<file path="config.mk">
export PLATFORM = sky130hd
export DESIGN_NAME = kri_argmax
export DESIGN_NICKNAME = d
export VERILOG_FILES = /design/src/sv/kri_pkg.sv /design/src/sv/kri_argmax.sv
export SDC_FILE = /design/constraint.sdc
export NUM_CORES = 1
export LEC_CHECK = 0
export BUFFER_PORTS_ARGS = -buffer_cell sky130_fd_sc_hd__buf_2
export CAP_MARGIN = 40
export CORE_MARGIN = 3
export CORE_UTILIZATION = 51
export CTS_BUF_LIST = sky130_fd_sc_hd__clkbuf_16
export DETAILED_ROUTE_END_ITERATION = 8
export PLACE_DENSITY = 0.77
export SYNTH_ARGS = -nofsm -noshare
export SYNTH_HDL_FRONTEND = slang
export SYNTH_SLANG_ARGS = --single-unit
</file>
<file path="constraint.sdc">
create_clock -name clk -period 2.4 [get_ports clk]
set_input_delay 0.36 -clock clk [delete_from_list [all_inputs] [get_ports clk]]
set_output_delay 0.36 -clock clk [all_outputs]
set_load 0.01 [all_outputs]
</file>
<file path="src/sv/kri_pkg.sv">
// ----------------------------------------------------------------------------
// kri_pkg
// Shared types and constants for the k-nearest-neighbour row update block.
// ----------------------------------------------------------------------------
package kri_pkg;

  localparam int MODE_W   = 2;
  localparam int ROW_IN_W = 10;
  localparam int SLOT_IN_W = 4;
  localparam int ID_W     = 32;
  localparam int DIST_W   = 32;

  localparam logic [ID_W-1:0]   EMPTY_ID = '1;
  localparam logic [DIST_W-1:0] MAX_DIST = '1;

  // one neighbour slot as stored in the row memory
  typedef struct packed {
    logic [ID_W-1:0]   id;
    logic [DIST_W-1:0] distance;
    logic              fresh;
  } slot_t;

  localparam slot_t SLOT_RESET = '{id: EMPTY_ID, distance: MAX_DIST, fresh: 1'b0};

  typedef enum logic [MODE_W-1:0] {
    MODE_INSERT = 2'd0,
    MODE_CLEAR  = 2'd1,
    MODE_LOAD   = 2'd2,
    MODE_READ   = 2'd3
  } mode_t;

  typedef enum logic [1:0] {
    ST_CLEAR,
    ST_IDLE,
    ST_SEARCH,
    ST_FINISH
  } state_t;

endpackage

</file>
<file path="src/sv/kri_argmax.sv">
// ----------------------------------------------------------------------------
// kri_argmax
// Registered comparison tree giving the greatest distance of a row and the
// lowest slot holding it.
// ----------------------------------------------------------------------------
module kri_argmax #(
  parameter int SLOTS = 16,
  parameter int IW    = 4
) (
  input  logic                                   clk,
  input  logic [SLOTS-1:0][kri_pkg::DIST_W-1:0] distances,
  output logic [kri_pkg::DIST_W-1:0]            worst,
  output logic [IW-1:0]                          worst_idx
);

  import kri_pkg::*;

  localparam int LEVELS = $clog2(SLOTS);
  localparam int P2     = 1 << LEVELS;

  logic [DIST_W-1:0] leaf_d [P2];
  logic [IW-1:0]     leaf_i [P2];

  // padding leaves hold zero and sit above all real slots, so they never win
  for (genvar i = 0; i < P2; i++) begin : g_leaf
    if (i < SLOTS) begin : g_real
      assign leaf_d[i] = distances[i];
      assign leaf_i[i] = IW'(i);
    end else begin : g_pad
      assign leaf_d[i] = '0;
      assign leaf_i[i] = IW'(i);
    end
  end

  if (LEVELS == 0) begin : g_single
    assign worst     = leaf_d[0];
    assign worst_idx = leaf_i[0];
  end else begin : g_tree
    // heap layout: node j has children 2j+1 and 2j+2, leaves follow the nodes
    logic [DIST_W-1:0] node_d [P2-1];
    logic [IW-1:0]     node_i [P2-1];

    for (genvar j = 0; j < P2 - 1; j++) begin : g_node
      logic [DIST_W-1:0] ld, rd;
      logic [IW-1:0]     li, ri;

      if (2 * j + 1 >= P2 - 1) begin : g_from_leaf
        assign ld = leaf_d[2 * j + 1 - (P2 - 1)];
        assign li = leaf_i[2 * j + 1 - (P2 - 1)];
        assign rd = leaf_d[2 * j + 2 - (P2 - 1)];
        assign ri = leaf_i[2 * j + 2 - (P2 - 1)];
      end else begin : g_from_node
        assign ld = node_d[2 * j + 1];
        assign li = node_i[2 * j + 1];
        assign rd = node_d[2 * j + 2];
        assign ri = node_i[2 * j + 2];
      end

      // strict compare keeps the lower slot on a tie
      always_ff @(posedge clk) begin
        if (rd > ld) begin
          node_d[j] <= rd;
          node_i[j] <= ri;
        end else begin
          node_d[j] <= ld;
          node_i[j] <= li;
        end
      end
    end

    assign worst     = node_d[0];
    assign worst_idx = node_i[0];
  end

endmodule

</file>
# Word-level counts from Yosys, hierarchy flattened
# Memories as Yosys holds them, arrays and structs flattened.
# Cells that the tools add are included.
dict set report totals {
  ramBits 540
  wordCells 122
  output_inout_bits 36
  in_bits 513
  regBits 0
  mem_count 2
}
dict set report classes {
  n_bitwise 30
  n_lt_le_gt_ge 15
  n_mux 75
}
# name depth width read_ports rd_clocked_by_memory_dff wr line
set memory_table {}
lappend memory_table {g_tree.node_d 15 32 15 0 15 kri_argmax.sv:40} ;# logic [DIST_W-1:0] node_d [P2-1];
lappend memory_table {g_tree.node_i 15 4 15 0 15 kri_argmax.sv:41} ;# logic [IW-1:0] node_i [P2-1];
# cell n
set op_table {}
lappend op_table {{32-bit > comparator} 15}
lappend op_table {{32-bit two-way mux} 15}
lappend op_table {{4-bit two-way mux} 15}
lappend op_table {{1-bit two-way mux} 45}
lappend op_table {{1-bit bitwise OR} 30}

# Logic depth before layout (Yosys ltp)
# An unclocked memory read counts as a cell.
dict set report depth {
  ltp_word 5
  ltp_mapped 9
  ltp_nobuf 8
}

# Worst setup path before layout
# No wires, ideal clock.
dict set report synth_timing {
  path_type {flip-flop to flip-flop}
  from {memory g_tree.node_d[1][9], in the netlist g_tree.node_d[0][41]}
  to {memory g_tree.node_d[0][10]}
  setup_slack_ps 134
  setup_ps 121
  stages_incl_launch_ff 10
  path_buffers 1
  period_less_slack_ps 2266
  arrival_time_ps 2146
  required_time_ps 2279
  cell_sequence {dfxtp_1 inv_1 ha_1 a21o_1 nand3_1 a21oi_1 nor4_1 a2bb2oi_4 buf_6 mux2_2}
}
# item line
set synth_lines {}
lappend synth_lines {{start, declared} kri_argmax.sv:40}

==> impl_results.md <==
- H-tree levels: 2
- Num CTS Buffers: 53
- CTS max path bufs: 3
- Non-filler cells, final: roughly 4,600
- Routed len/inst: 28.23 um
- Drt pass-1 iters: 8
- Cell area power density: 903.9 nW/um2
- Outcome: finished, violations left
- Unrepaired setup endpoints after global routing: yes
- Worst EP required: 2.88 ns
- Area of the multi-input gates: 19,690 um2
- Layout area overhead: 52.30%
- Final setup viols: between 300 and 400
- Synth Cell Area: roughly 28,000 um2
- Worst Hold Class: input port to flop
- Leakage: 21.63 nW
- Tightest hold margin: -0.002483 ns
- Row count: 85
- Largest net degree at the start of global routing: 34
- Area leader, netlist: dfxtp_1
- Final nets: 4,781
- Via density: between 6 and 7
- Die width: between 200 and 250 um
- Core area: 54,450 um2
- Starting DRT DRC Count: 3,137
- Final min period: 3.522 ns
- Die Ht: 242.0 um
- FFs w/ async S/R, synth: 0%
- Starting Density: 52.17%
- Startpoint types: flop
- R2R setup slack: -1.12 ns
- Critical path class: flop to flop
- First-pass GRT wire length: between 150 and 200 mm
- Total Power: ~39 mW
- CP max FO: 16
- Grt ovf: 0
- Synthesized area per cell: 10.24 um2
- CP max-delay cell: a21oi_1
- Setup ws final: -1.122 ns
- Top post-synthesis cells by area: dfxtp_1, ha_1, mux2_2
- Initial antenna violation count: 31
- PortBufs: between 500 and 600
- Placed cell count: 4,150
- Clock tree root buffer cell: clkbuf_16
- Syn_nets: 3,768
- Clock sinks: between 500 and 600
- FF+latch count, synth: 506
- Data arrival time of the worst path: ~4.0 ns
- Vias in the first global route: 28,203
- Max stage delay on crit path: around 0.56 ns
- Period utilization: 146.8%
- Slew Viols, Final: 0
- Cell Chain, Critical Path: inv_1 > ha_1 > a21oi_1 > o21ai_0 > a21oi_1 > o21ai_0 > buf_4 > a2bb2oi_4 > buf_8 > mux2_2
- FILL cells: 2,685
- Fraction of layout cells with a size suffix above 1: 44.64%
- Register area: 10,270 um2
- Clock Pin Slew Worst Setup and Hold Paths: 0.08 ns
- Fmax: approximately 280 MHz
- Synth Instances: 2,775
- Synth top cells by count: dfxtp_1, inv_1, ha_1
- Failing checks: hold timing, setup timing
- Die ar.: 58,570 um2
- Vias: 28,548
- Post-synth top area share: 35.66%
- Post-synth EDFFs: 0
- Synthesis Warnings: 0
- Post-route DRC: 0
- Skew-Pair Late Insertion Delay: 0.63 ns
- GRT Util Overall: 32.85%
- DRT antenna net count: 0
- Final Hold Viols: 2
- Worst-Margin Slew: 0.7378 ns
- RePlAce Congestion: 0.9154
- Slew headroom: 50.81%
- MaxCap Viol Count: 0
- CTS tree: yes
- Main synth FF type: dfxtp_1
- DP Wirelength: 64.68 mm
- Peak VDD IR: 0.7251 mV
- Most frequent cell after synthesis: dfxtp_1
- # IOs: 549
- Clk_skew: around 0.054 ns
- Drt total wl: 129.7 mm
- Post-synth cell types: 32
- Crit end category: flop
- Sequential share of the synthesized area: 35.66%
final timing paths:
check | startpoint | end | cells past startpoint
setup / recovery | g_tree.node_d[1][177] | g_tree.node_d[0][207] | 10
setup reg to reg | g_tree.node_d[1][177] | g_tree.node_d[0][207] | 10
hold / removal | distances[480] | g_tree.node_d[1][192] | 2
hold reg to reg | g_tree.node_i[0][16] | g_tree.node_i[0][4] | 1
cells in the final DEF, fill, tap and decap left out, types with 55 or more instances in the layout:
cell type / instances
a21oi_1: 219
buf_2: 415
buf_4: 150
clkbuf_16: 77
dfxtp_1: 397
dfxtp_2: 108
dlygate4sd3_1: 244
dlymetal6s4s_1: 93
ha_1: 323
ha_4: 157
inv_1: 433
inv_2: 73
mux2_2: 204
mux2_4: 284
nand2_1: 87
nand4_1: 120
o21ai_0: 55
worst max-delay path: cells and delay by family (launching register included):
kind / cells / cell delay (ns)
buffers and inverters: 3 / 0.51
adders and majority gates: 1 / 0.33
muxes: 1 / 0.45
AOI/OAI and AO/OA: 5 / 1.65
DFF: 1 / 0.39
state kept, by name, indices dropped and copies added (netlist names):
signal,cells
g_tree.node_i,26
g_tree.node_d,480
area by class of cell:
| cell class | count | share of cell area, % |
|---|---|---|
| Antenna cell | 24 | 0.1388 |
| Clock buffer | 54 | 3.123 |
| Clock inverter | 44 | 0.9717 |
| Inverter | 499 | 4.344 |
| Multi-Input combinational cell | 1725 | 45.50 |
| Sequential cell | 506 | 23.73 |
| Tap cell | 739 | 2.137 |
| Timing Repair Buffer | 1003 | 20.05 |
logic make-up after synthesis:
| group | synth area share [%] |
|---|---|
| buf+inv | 7.994 |
| flops | 35.66 |
| mux | 20.02 |
| fa+ha+maj | 21.14 |
| compound gates | 8.712 |
| simple gates | 6.479 |
power by group:
| part | switching [mW] | leakage, nW | internal (mW) |
|---|---|---|---|
| Clock | 3.78 | 0.896 | 4.94 |
| Sequential | 1.70 | 4.27 | 10.7 |
| Combinational | 8.24 | 16.5 | 9.77 |
timing repair:
action                                  4_1_cts  5_1_grt
gates cloned                                 12       30
pin swaps                                    30      162
gates resized for setup                     265      661
buffers inserted                             22       67
endpoints found under the setup margin      235      465
hold buffers                                338        0
endpoints found under the hold margin       189        0
stage by stage:
stage	utilization (%)	setup WS [ns]	instance area (um2)	TNS, ns
finish	79.46	-1.122	43270	-112.87
global placement	60.68	-0.2902	33040	-34.39
CTS	73.04	-0.1027	39770	-4.306
global route	79.40	-0.9382	43230	-111.95
detailed placement	60.68	-0.3291	33040	-49.33
floorplan	-	0.1337	28410	0
routing by layer:
| layer | up-vias | routed length [um] | track usage [%] |
|---|---|---|---|
| met3 | 1037 | 14900 | 8.456 |
| met2 | 2377 | 58750 | 56.90 |
| met1 | 13340 | 43790 | 36.49 |
| met4 | 12 | 12130 | 18.99 |
| met5 | - | 129 | 0 |
| li1 | 11782 | - | - |
Power figures use the tool's default switching activity.
